===== src/design/spectrum_band_bar_levels_defines.svh =====
`ifndef SPECTRUM_BAND_BAR_LEVELS_DEFINES_SVH
`define SPECTRUM_BAND_BAR_LEVELS_DEFINES_SVH

// same-cycle implication under reset
`define SBBL_ASSERT_NOW(label, clk, rstn, ante, cons, msg) \
    label: assert property (@(posedge clk) disable iff (!rstn) (ante) |-> (cons)) \
        else $error(msg);

// next-cycle implication under reset
`define SBBL_ASSERT_NEXT(label, clk, rstn, ante, cons, msg) \
    label: assert property (@(posedge clk) disable iff (!rstn) (ante) |=> (cons)) \
        else $error(msg);

`endif


===== src/design/sbbl_pkg.sv =====
`default_nettype none

package sbbl_pkg;

    localparam int NUM_BANDS_DEF  = 32;
    localparam int NUM_LEVELS_DEF = 8;
    localparam int NUM_BINS_DEF   = 1024;

    localparam int TABLE_BANDS = 32;
    localparam int BIN_W       = 11;
    localparam int BAND_W      = 6;
    localparam int TOTAL_W     = 24;
    localparam int LEVEL_W     = 12;
    localparam int CFG_IDX_W   = 1;

    localparam logic [CFG_IDX_W-1:0] REG_MIN_LEVEL = 1'd0;
    localparam logic [CFG_IDX_W-1:0] REG_MAX_LEVEL = 1'd1;

    localparam logic signed [LEVEL_W-1:0] MIN_LEVEL_RST = -12'sd1600;
    localparam logic signed [LEVEL_W-1:0] MAX_LEVEL_RST = -12'sd96;

    localparam logic [BIN_W-1:0] BIN_MAX = 11'h7FF;

    localparam logic [BIN_W-1:0] EDGE_TABLE [0:TABLE_BANDS] = '{
        11'd0,   11'd1,   11'd2,   11'd3,   11'd4,   11'd6,   11'd7,   11'd9,
        11'd10,  11'd13,  11'd16,  11'd19,  11'd24,  11'd29,  11'd35,  11'd43,
        11'd53,  11'd64,  11'd78,  11'd96,  11'd116, 11'd142, 11'd173, 11'd211,
        11'd257, 11'd313, 11'd381, 11'd465, 11'd566, 11'd690, 11'd840, 11'd980,
        11'd1023
    };

    typedef struct packed {
        logic take;
        logic load_mul;
        logic div_step;
        logic push;
    } sbbl_cmd_t;

    typedef struct packed {
        logic band_close;
        logic out_free;
    } sbbl_stat_t;

    function automatic logic [BIN_W-1:0] band_edge(input logic [BAND_W-1:0] idx);
        logic [BIN_W-1:0] e;
        e = '0;
        if (idx <= BAND_W'(TABLE_BANDS)) begin
            e = EDGE_TABLE[idx];
        end
        return e;
    endfunction

endpackage

`default_nettype wire


===== src/design/sbbl_ctrl.sv =====
`default_nettype none

module sbbl_ctrl #(
    parameter int NUM_LEVELS = sbbl_pkg::NUM_LEVELS_DEF
) (
    input  wire                    aclk,
    input  wire                    aresetn,
    input  wire                    s_valid,
    output logic                   s_ready,
    input  sbbl_pkg::sbbl_stat_t   stat,
    output sbbl_pkg::sbbl_cmd_t    cmd
);

    localparam int QW     = $clog2(NUM_LEVELS + 1);
    localparam int STEP_W = (QW > 2) ? $clog2(QW) : 1;

    typedef enum logic [3:0] {
        ST_IDLE = 4'b0001,
        ST_MUL  = 4'b0010,
        ST_DIV  = 4'b0100,
        ST_PUSH = 4'b1000
    } sbbl_state_t;

    sbbl_state_t       state_reg, state_next;
    logic [STEP_W-1:0] step_reg, step_next;

    always_comb begin
        state_next = state_reg;
        step_next  = step_reg;
        cmd        = '0;
        unique case (state_reg)
            ST_IDLE: begin
                cmd.take = s_valid;
                if (s_valid && stat.band_close) begin
                    state_next = ST_MUL;
                end
            end
            ST_MUL: begin
                cmd.load_mul = 1'b1;
                step_next    = STEP_W'(QW - 1);
                state_next   = ST_DIV;
            end
            ST_DIV: begin
                cmd.div_step = 1'b1;
                if (step_reg == '0) begin
                    state_next = ST_PUSH;
                end else begin
                    step_next = step_reg - STEP_W'(1);
                end
            end
            ST_PUSH: begin
                if (stat.out_free) begin
                    cmd.push   = 1'b1;
                    state_next = ST_IDLE;
                end
            end
            default: begin
                state_next = ST_IDLE;
            end
        endcase
    end

    assign s_ready = (state_reg == ST_IDLE);

    always_ff @(posedge aclk) begin
        if (!aresetn) begin
            state_reg <= ST_IDLE;
            step_reg  <= '0;
        end else begin
            state_reg <= state_next;
            step_reg  <= step_next;
        end
    end

endmodule

`default_nettype wire


===== src/design/sbbl_datapath.sv =====
`default_nettype none

module sbbl_datapath #(
    parameter int NUM_BANDS  = sbbl_pkg::NUM_BANDS_DEF,
    parameter int NUM_LEVELS = sbbl_pkg::NUM_LEVELS_DEF,
    parameter int NUM_BINS   = sbbl_pkg::NUM_BINS_DEF
) (
    input  wire                                     aclk,
    input  wire                                     aresetn,
    input  wire                                     cfg_valid,
    input  wire  [sbbl_pkg::CFG_IDX_W-1:0]          cfg_index,
    input  wire  [sbbl_pkg::LEVEL_W-1:0]            cfg_data,
    input  wire  signed [sbbl_pkg::LEVEL_W-1:0]     s_power_level,
    input  wire                                     s_frame_start,
    input  sbbl_pkg::sbbl_cmd_t                     cmd,
    output sbbl_pkg::sbbl_stat_t                    stat,
    output logic                                    m_valid,
    input  wire                                     m_ready,
    output logic [4:0]                              m_column,
    output logic [2:0]                              m_height,
    output logic                                    m_last_column
);

    localparam int BIN_W   = sbbl_pkg::BIN_W;
    localparam int BAND_W  = sbbl_pkg::BAND_W;
    localparam int TOTAL_W = sbbl_pkg::TOTAL_W;
    localparam int LEVEL_W = sbbl_pkg::LEVEL_W;
    localparam int NB      = (NUM_BANDS < sbbl_pkg::TABLE_BANDS) ?
                             NUM_BANDS : sbbl_pkg::TABLE_BANDS;
    localparam int QW      = $clog2(NUM_LEVELS + 1);
    localparam int DEN_W   = BIN_W + LEVEL_W;
    localparam int WIDE_W  = TOTAL_W + QW;

    // config
    logic signed [LEVEL_W-1:0] min_level_reg, max_level_reg;

    // frame state
    logic [BIN_W-1:0]   bin_counter_reg;
    logic [BAND_W-1:0]  band_number_reg;
    logic [TOTAL_W-1:0] band_total_reg;

    // closed band and divider
    logic [BIN_W-1:0]  width_reg;
    logic [4:0]        column_reg;
    logic              last_reg;
    logic              ok_reg;
    logic [WIDE_W-1:0] rem_reg;
    logic [WIDE_W-1:0] dsh_reg;
    logic [QW-1:0]     q_reg;

    logic              m_valid_reg;
    logic [4:0]        m_column_reg;
    logic [2:0]        m_height_reg;
    logic              m_last_reg;

    logic [BIN_W-1:0]          b;
    logic [BAND_W-1:0]         bn;
    logic [TOTAL_W-1:0]        tot;
    logic [BIN_W-1:0]          lo, hi;
    logic                      in_band;
    logic                      range_ok;
    logic signed [LEVEL_W:0]   diff;
    logic [LEVEL_W-1:0]        range_val;
    logic signed [LEVEL_W-1:0] clamped;
    logic signed [LEVEL_W:0]   offset;
    logic [LEVEL_W-1:0]        add_val;
    logic [TOTAL_W:0]          sum_wide;
    logic [TOTAL_W-1:0]        sum_sat;
    logic [DEN_W-1:0]          den;
    logic [QW-1:0]             q_capped;

    always_comb begin
        b   = s_frame_start ? '0 : bin_counter_reg;
        bn  = s_frame_start ? '0 : band_number_reg;
        tot = s_frame_start ? '0 : band_total_reg;
        lo  = sbbl_pkg::band_edge(bn);
        hi  = sbbl_pkg::band_edge(bn + BAND_W'(1));
        in_band = (bn < BAND_W'(NB)) && ({1'b0, b} < (BIN_W + 1)'(NUM_BINS))
                  && (b >= lo) && (b < hi);

        diff      = {max_level_reg[LEVEL_W-1], max_level_reg}
                  - {min_level_reg[LEVEL_W-1], min_level_reg};
        range_ok  = max_level_reg > min_level_reg;
        range_val = range_ok ? diff[LEVEL_W-1:0] : '0;

        if (s_power_level < min_level_reg) begin
            clamped = min_level_reg;
        end else if (s_power_level > max_level_reg) begin
            clamped = max_level_reg;
        end else begin
            clamped = s_power_level;
        end
        offset  = {clamped[LEVEL_W-1], clamped} - {min_level_reg[LEVEL_W-1], min_level_reg};
        add_val = range_ok ? offset[LEVEL_W-1:0] : '0;

        sum_wide = {1'b0, tot} + (TOTAL_W + 1)'(add_val);
        sum_sat  = sum_wide[TOTAL_W] ? '1 : sum_wide[TOTAL_W-1:0];

        stat.band_close = in_band && (({1'b0, b} + (BIN_W + 1)'(1)) == {1'b0, hi});
        stat.out_free   = !m_valid_reg || m_ready;

        den = DEN_W'(width_reg) * DEN_W'(range_val);

        q_capped = (q_reg > QW'(NUM_LEVELS - 1)) ? QW'(NUM_LEVELS - 1) : q_reg;
    end

    // config writes
    always_ff @(posedge aclk) begin
        if (!aresetn) begin
            min_level_reg <= sbbl_pkg::MIN_LEVEL_RST;
            max_level_reg <= sbbl_pkg::MAX_LEVEL_RST;
        end else if (cfg_valid) begin
            unique case (cfg_index)
                sbbl_pkg::REG_MIN_LEVEL: min_level_reg <= cfg_data;
                sbbl_pkg::REG_MAX_LEVEL: max_level_reg <= cfg_data;
                default: ;
            endcase
        end
    end

    // bin and band tracking
    always_ff @(posedge aclk) begin
        if (!aresetn) begin
            bin_counter_reg <= '0;
            band_number_reg <= '0;
            band_total_reg  <= '0;
        end else if (cmd.take) begin
            bin_counter_reg <= (b < sbbl_pkg::BIN_MAX) ? b + BIN_W'(1) : b;
            band_number_reg <= stat.band_close ? bn + BAND_W'(1) : bn;
            band_total_reg  <= in_band ? sum_sat : tot;
        end else if (cmd.load_mul) begin
            band_total_reg  <= '0;
        end
    end

    // closing band capture and restoring divide
    always_ff @(posedge aclk) begin
        if (cmd.take && stat.band_close) begin
            width_reg  <= hi - lo;
            column_reg <= bn[4:0];
            last_reg   <= (bn + BAND_W'(1)) == BAND_W'(NB);
        end
        if (cmd.load_mul) begin
            ok_reg  <= range_ok;
            rem_reg <= WIDE_W'(band_total_reg) * WIDE_W'(NUM_LEVELS);
            dsh_reg <= WIDE_W'(den) << (QW - 1);
            q_reg   <= '0;
        end else if (cmd.div_step) begin
            if (rem_reg >= dsh_reg) begin
                rem_reg <= rem_reg - dsh_reg;
                q_reg   <= {q_reg[QW-2:0], 1'b1};
            end else begin
                q_reg   <= {q_reg[QW-2:0], 1'b0};
            end
            dsh_reg <= dsh_reg >> 1;
        end
    end

    // output register
    always_ff @(posedge aclk) begin
        if (!aresetn) begin
            m_valid_reg <= 1'b0;
        end else if (cmd.push) begin
            m_valid_reg <= 1'b1;
        end else if (m_ready) begin
            m_valid_reg <= 1'b0;
        end
    end

    always_ff @(posedge aclk) begin
        if (cmd.push) begin
            m_column_reg <= column_reg;
            m_height_reg <= ok_reg ? 3'(q_capped) : '0;
            m_last_reg   <= last_reg;
        end
    end

    assign m_valid       = m_valid_reg;
    assign m_column      = m_column_reg;
    assign m_height      = m_height_reg;
    assign m_last_column = m_last_reg;

endmodule

`default_nettype wire


===== src/design/spectrum_band_bar_levels.sv =====
// a bin that does not close a band is absorbed, one bin per cycle
// a bin that closes a band yields its result after a multiply state, then
// QW = clog2(NUM_LEVELS + 1) divide steps (4 at the default), then a push state
// input stalls through those states, the push state waiting while the output register is full
// reset: synchronous active-low aresetn clears counters, band sum and output valid,
// and loads min_level = -1600 and max_level = -96
`default_nettype none

`include "spectrum_band_bar_levels_defines.svh"

module spectrum_band_bar_levels #(
    parameter int NUM_BANDS  = sbbl_pkg::NUM_BANDS_DEF,
    parameter int NUM_LEVELS = sbbl_pkg::NUM_LEVELS_DEF,
    parameter int NUM_BINS   = sbbl_pkg::NUM_BINS_DEF
) (
    input  wire                                 aclk,
    input  wire                                 aresetn,
    input  wire                                 cfg_valid,
    output logic                                cfg_ready,
    input  wire  [sbbl_pkg::CFG_IDX_W-1:0]      cfg_index,
    input  wire  [sbbl_pkg::LEVEL_W-1:0]        cfg_data,
    input  wire                                 s_valid,
    output logic                                s_ready,
    input  wire  signed [sbbl_pkg::LEVEL_W-1:0] s_power_level,
    input  wire                                 s_frame_start,
    output logic                                m_valid,
    input  wire                                 m_ready,
    output logic [4:0]                          m_column,
    output logic [2:0]                          m_height,
    output logic                                m_last_column
);

    sbbl_pkg::sbbl_cmd_t  cmd;
    sbbl_pkg::sbbl_stat_t stat;

    assign cfg_ready = 1'b1;

    sbbl_ctrl #(
        .NUM_LEVELS (NUM_LEVELS)
    ) u_ctrl (
        .aclk    (aclk),
        .aresetn (aresetn),
        .s_valid (s_valid),
        .s_ready (s_ready),
        .stat    (stat),
        .cmd     (cmd)
    );

    sbbl_datapath #(
        .NUM_BANDS  (NUM_BANDS),
        .NUM_LEVELS (NUM_LEVELS),
        .NUM_BINS   (NUM_BINS)
    ) u_datapath (
        .aclk          (aclk),
        .aresetn       (aresetn),
        .cfg_valid     (cfg_valid),
        .cfg_index     (cfg_index),
        .cfg_data      (cfg_data),
        .s_power_level (s_power_level),
        .s_frame_start (s_frame_start),
        .cmd           (cmd),
        .stat          (stat),
        .m_valid       (m_valid),
        .m_ready       (m_ready),
        .m_column      (m_column),
        .m_height      (m_height),
        .m_last_column (m_last_column)
    );

    `SBBL_ASSERT_NOW(a_push_into_free, aclk, aresetn, cmd.push, !m_valid || m_ready, "push while output busy")
    `SBBL_ASSERT_NEXT(a_close_stalls, aclk, aresetn, s_valid && s_ready && stat.band_close, !s_ready, "input not stalled after band close")
    `SBBL_ASSERT_NOW(a_height_cap, aclk, aresetn, m_valid, (NUM_LEVELS > 8) || (m_height <= 3'(NUM_LEVELS - 1)), "height above cap")

endmodule

`default_nettype wire

===== config.mk =====
export PLATFORM = sky130hd
export DESIGN_NAME = spectrum_band_bar_levels
export DESIGN_NICKNAME = d
export VERILOG_FILES = /design/src/design/sbbl_pkg.sv /design/src/design/sbbl_ctrl.sv /design/src/design/sbbl_datapath.sv /design/src/design/spectrum_band_bar_levels.sv
export VERILOG_INCLUDE_DIRS = /design/src /design/src/design
export SDC_FILE = /design/constraint.sdc
export NUM_CORES = 1
export LEC_CHECK = 0
export BUFFER_PORTS_ARGS = -buffer_cell sky130_fd_sc_hd__buf_2
export CORE_UTILIZATION = 70
export CTS_CLUSTER_SIZE = 28
export DETAILED_ROUTE_END_ITERATION = 10
export HOLD_SLACK_MARGIN = 0.02
export PLACE_DENSITY = 0.89
export SYNTH_ARGS = -nofsm -noshare
export SYNTH_HDL_FRONTEND = slang
export SYNTH_HIERARCHICAL = 1
export SYNTH_SLANG_ARGS = --single-unit

===== constraint.sdc =====
create_clock -name aclk -period 14.75 [get_ports aclk]
set_input_delay 0.7375 -clock aclk [delete_from_list [all_inputs] [get_ports aclk]]
set_output_delay 0.7375 -clock aclk [all_outputs]
set_load 0.01 [all_outputs]

==> flow_summary.ini <==
[power]
power_frac_comb_pct = 64.5
netSwitchingPower_mw = 1.310
p_clk_share_pct = 16.2
ir_drop_mv = 0.1875
p_total_mw = 2.732
power.density_nw_per_um2 = 149.5
pwr-share-seq_pct = 19.3
p_sw_share_pct = 47.96
p_int_mw = 1.421
p_leak_nw = 7.953

[drt]
drc = 0
drt-total-wl_mm = 45.54
ant_nets = 0
wl_per_cell_um = 19.05
drt-pass1-iter-count = 6
drt-initial-drc-count = 1857
vias_per_cell = 6.525
vias = 15601

[sta]
clock_skew_ns = 0.01576
final_hold_viol_count = 0
final.setup.tns_ns = 0
fin_hold_ws_ns = 0.4216
setup_viol = 0
max_freq_mhz = 116.5
worstMarginPinSlew_ns = 1.273
maxSlewViolCount = 0
fin_crit_sh_pct = 58.18
rsz0062_at_grt = no
slew_headroom_pct = 14.62
post-route-min-period_ns = 8.582

[critical_path]
critPathRequiredTime_ns = 14.94
cpPeakStageDelay_ns = 1.00
critPathMaxFanout = 23
r2r_cells = 30
r2r_setup_slack_ns = 6.17
worstReg2RegEnd = u_datapath/dsh_reg[22]
crit_start = u_datapath/max_level_reg[0]
cp_slowest_cell = a211oi_1
start_kind = flip-flop
worst-path-buf-inv = 6
path_delay_family = compound AO/OA/AOI/OAI gates
end_kind = flip-flop
critical_path_arrival_ns = 8.77
cp.depth = 30
rr_startpoint = u_datapath/max_level_reg[0]
path_common_cell = fa_1
path_class = reg -> reg

[final_layout]
final_common_cell = inv_1
syn2layout_area_growth_pct = 5.430
nets = 2370
final_layout_size_suffix_gt1_share_pct = 6.676
layout_common_cells = inv_1 (238), nand2_1 (213), ha_1 (191), o21ai_0 (124), nor2_1 (112)
largest_register_ffs = 28
fillers = 1714
n_antenna_cell = 0
final_core_util_pct = 75.11

[cts]
ctsResizeCount = 0
clk_pin_slew_ns = 0.08
cts-htree-levels = 4
cts_made_buffers = 17
clock_sinks = 157
cts_setup_buffers = 0
tritoncts = done
insertion_delay_ns = 0.44
postCtsHoldBufs = 0
cts_root_buf = clkbuf_16
clk_path_buf_depth = 2

[flow_run]
maxCapViolations = 0

[synth]
synth-edff-count = 74
ys_warn_count = 6
synth-seq-cells = 157
synthArstFlopShare_pct = 0
mappedNetlistArea_um2 = 17330
syn_avg_cell_area_um2 = 8.346
synth_ff_type = dfxtp_1
synthesis.nets = 2392
ys_seq_area_share_pct = 22.41
postSynthCellCount = 2076
ys_types = 91

[floorplanning]
die_x_um = 159.3
ios = 43
num_rows = 57
coreArea_um2 = 24320
start_util_pct = 71.25
fp.dieH_um = 159.3
die_area_um2 = 25390

[outcome]
status = finished, final reports clean

[grt]
grt_max_degree = 74
grt_pass1_wl_mm = 74.83
gr-total-overflow = 0
grt.total_usage_pct = 36.26
antenna_found_initial = 1
grt_pass1_vias = 15249

[hold_path]
hold_class = reg -> reg
holdPathEnd = u_datapath/m_column[1]
hold_start = u_datapath/column_reg[1]
min_path_cells = 0

[placed_design]
gp_congestion = 0.9915
io_buffers = 41
hpwl_mm = 33.83
-- worst max-delay path by stage --
stage	end	slack (ns)
2_1_floorplan	u_datapath/dsh_reg[22]	6.96
3_3_place_gp	u_datapath/dsh_reg[22]	6.68
3_5_place_dp	u_datapath/dsh_reg[22]	6.31
4_1_cts	u_datapath/dsh_reg[22]	6.21
5_1_grt	u_datapath/dsh_reg[22]	5.69
6_report	u_datapath/dsh_reg[22]	6.17
-- synthesized netlist by cell type (7+ instances only) --
| cell type | n | area (µm²) |
|---|---|---|
| mux2i_1 | 17 | 170.2 |
| ha_1 | 191 | 2390 |
| o31ai_1 | 27 | 202.7 |
| o21a_1 | 23 | 172.7 |
| edfxtp_1 | 74 | 2222 |
| inv_1 | 238 | 893.4 |
| fa_1 | 94 | 1882 |
| a21boi_0 | 36 | 270.3 |
| o211ai_1 | 25 | 187.7 |
| and3_1 | 30 | 187.7 |
| nor2b_1 | 48 | 300.3 |
| a211oi_1 | 20 | 150.1 |
| nor2_1 | 112 | 420.4 |
| nand3_1 | 39 | 195.2 |
| nand4_1 | 15 | 93.84 |
| xnor2_1 | 40 | 350.3 |
| a21oi_1 | 105 | 525.5 |
| o21bai_1 | 15 | 112.6 |
| nor3b_1 | 9 | 67.56 |
| buf_2 | 12 | 60.06 |
| buf_4 | 7 | 52.55 |
| xor2_1 | 23 | 201.4 |
| a31oi_1 | 14 | 87.58 |
| clkbuf_1 | 71 | 266.5 |
| dfxtp_1 | 83 | 1662 |
| o21ai_0 | 124 | 620.6 |
| a21o_1 | 35 | 262.8 |
| o41ai_1 | 7 | 61.31 |
| or2_2 | 8 | 50.05 |
| nand2_1 | 213 | 799.5 |
| a22o_1 | 9 | 78.83 |
| or3_1 | 14 | 87.58 |
| nor4_1 | 18 | 112.6 |
| nand2b_1 | 31 | 193.9 |
| nor3_1 | 49 | 245.2 |
| and2_1 | 69 | 431.7 |
-- layout make-up --
class	instances	area (µm²)	area share [%]
clock buffer	17	425.4	2.329
clock inverter	15	172.7	0.9452
inverter	242	908.4	4.973
multi-input combinational	1580	12150	66.53
sequential	157	3884	21.26
tap	324	405.4	2.219
timing repair buffer	56	317.8	1.740
-- power groups by stage --
stage | clock [mW] | sequential [mW] | combinational [mW]
final | 0.442 | 0.527 | 1.76
after global routing | 0.463 | 0.529 | 1.96
after CTS | 0.446 | 0.524 | 1.72
after detailed placement | 0 | 0.534 | 1.66
after global placement | 0 | 0.531 | 1.59
after floorplan | 0 | 0.511 | 1.30
-- layer usage --
metal | GRT usage [%] | share of wire, % | vias to the layer above
li1 | - | - | 7243
met1 | 46.40 | 40 | 7391
met3 | 4.689 | 8.0 | 165
met4 | 16.91 | 4.1 | 2
met2 | 61.16 | 48 | 800
met5 | 0 | 0.059 | -
-- kinds of logic (layout without fill, tap and decap cells) --
family | Yosys count | in the layout | synth area share [%]
buf+inv | 339 | 330 | 7.669
mux | 26 | 26 | 1.654
flops | 157 | 157 | 22.41
other cells | 1 | 1 | 0.02164
fa+ha+maj | 285 | 285 | 24.65
xor+xnor | 63 | 63 | 3.185
compound gates | 528 | 528 | 20.56
simple gates | 677 | 677 | 19.84
-- through the flow --
step	cells	worst slack, ns	cell area, µm²
global placement	2359	6.677	17660
floorplan	2076	6.958	17330
CTS	2391	6.207	18260
global route	2391	5.694	18270
finish	2391	6.168	18270
detailed placement	2359	6.308	17660
-- worst reg2reg max path: cells and delay by family (launching register included) --
kind            cells  cell delay (ns)
compound gates     14             3.52
fa+ha+maj           8             3.39
buf+inv             6             0.51
flops               1             0.39
simple gates        2             0.50
(Power assumes the default switching activity.)
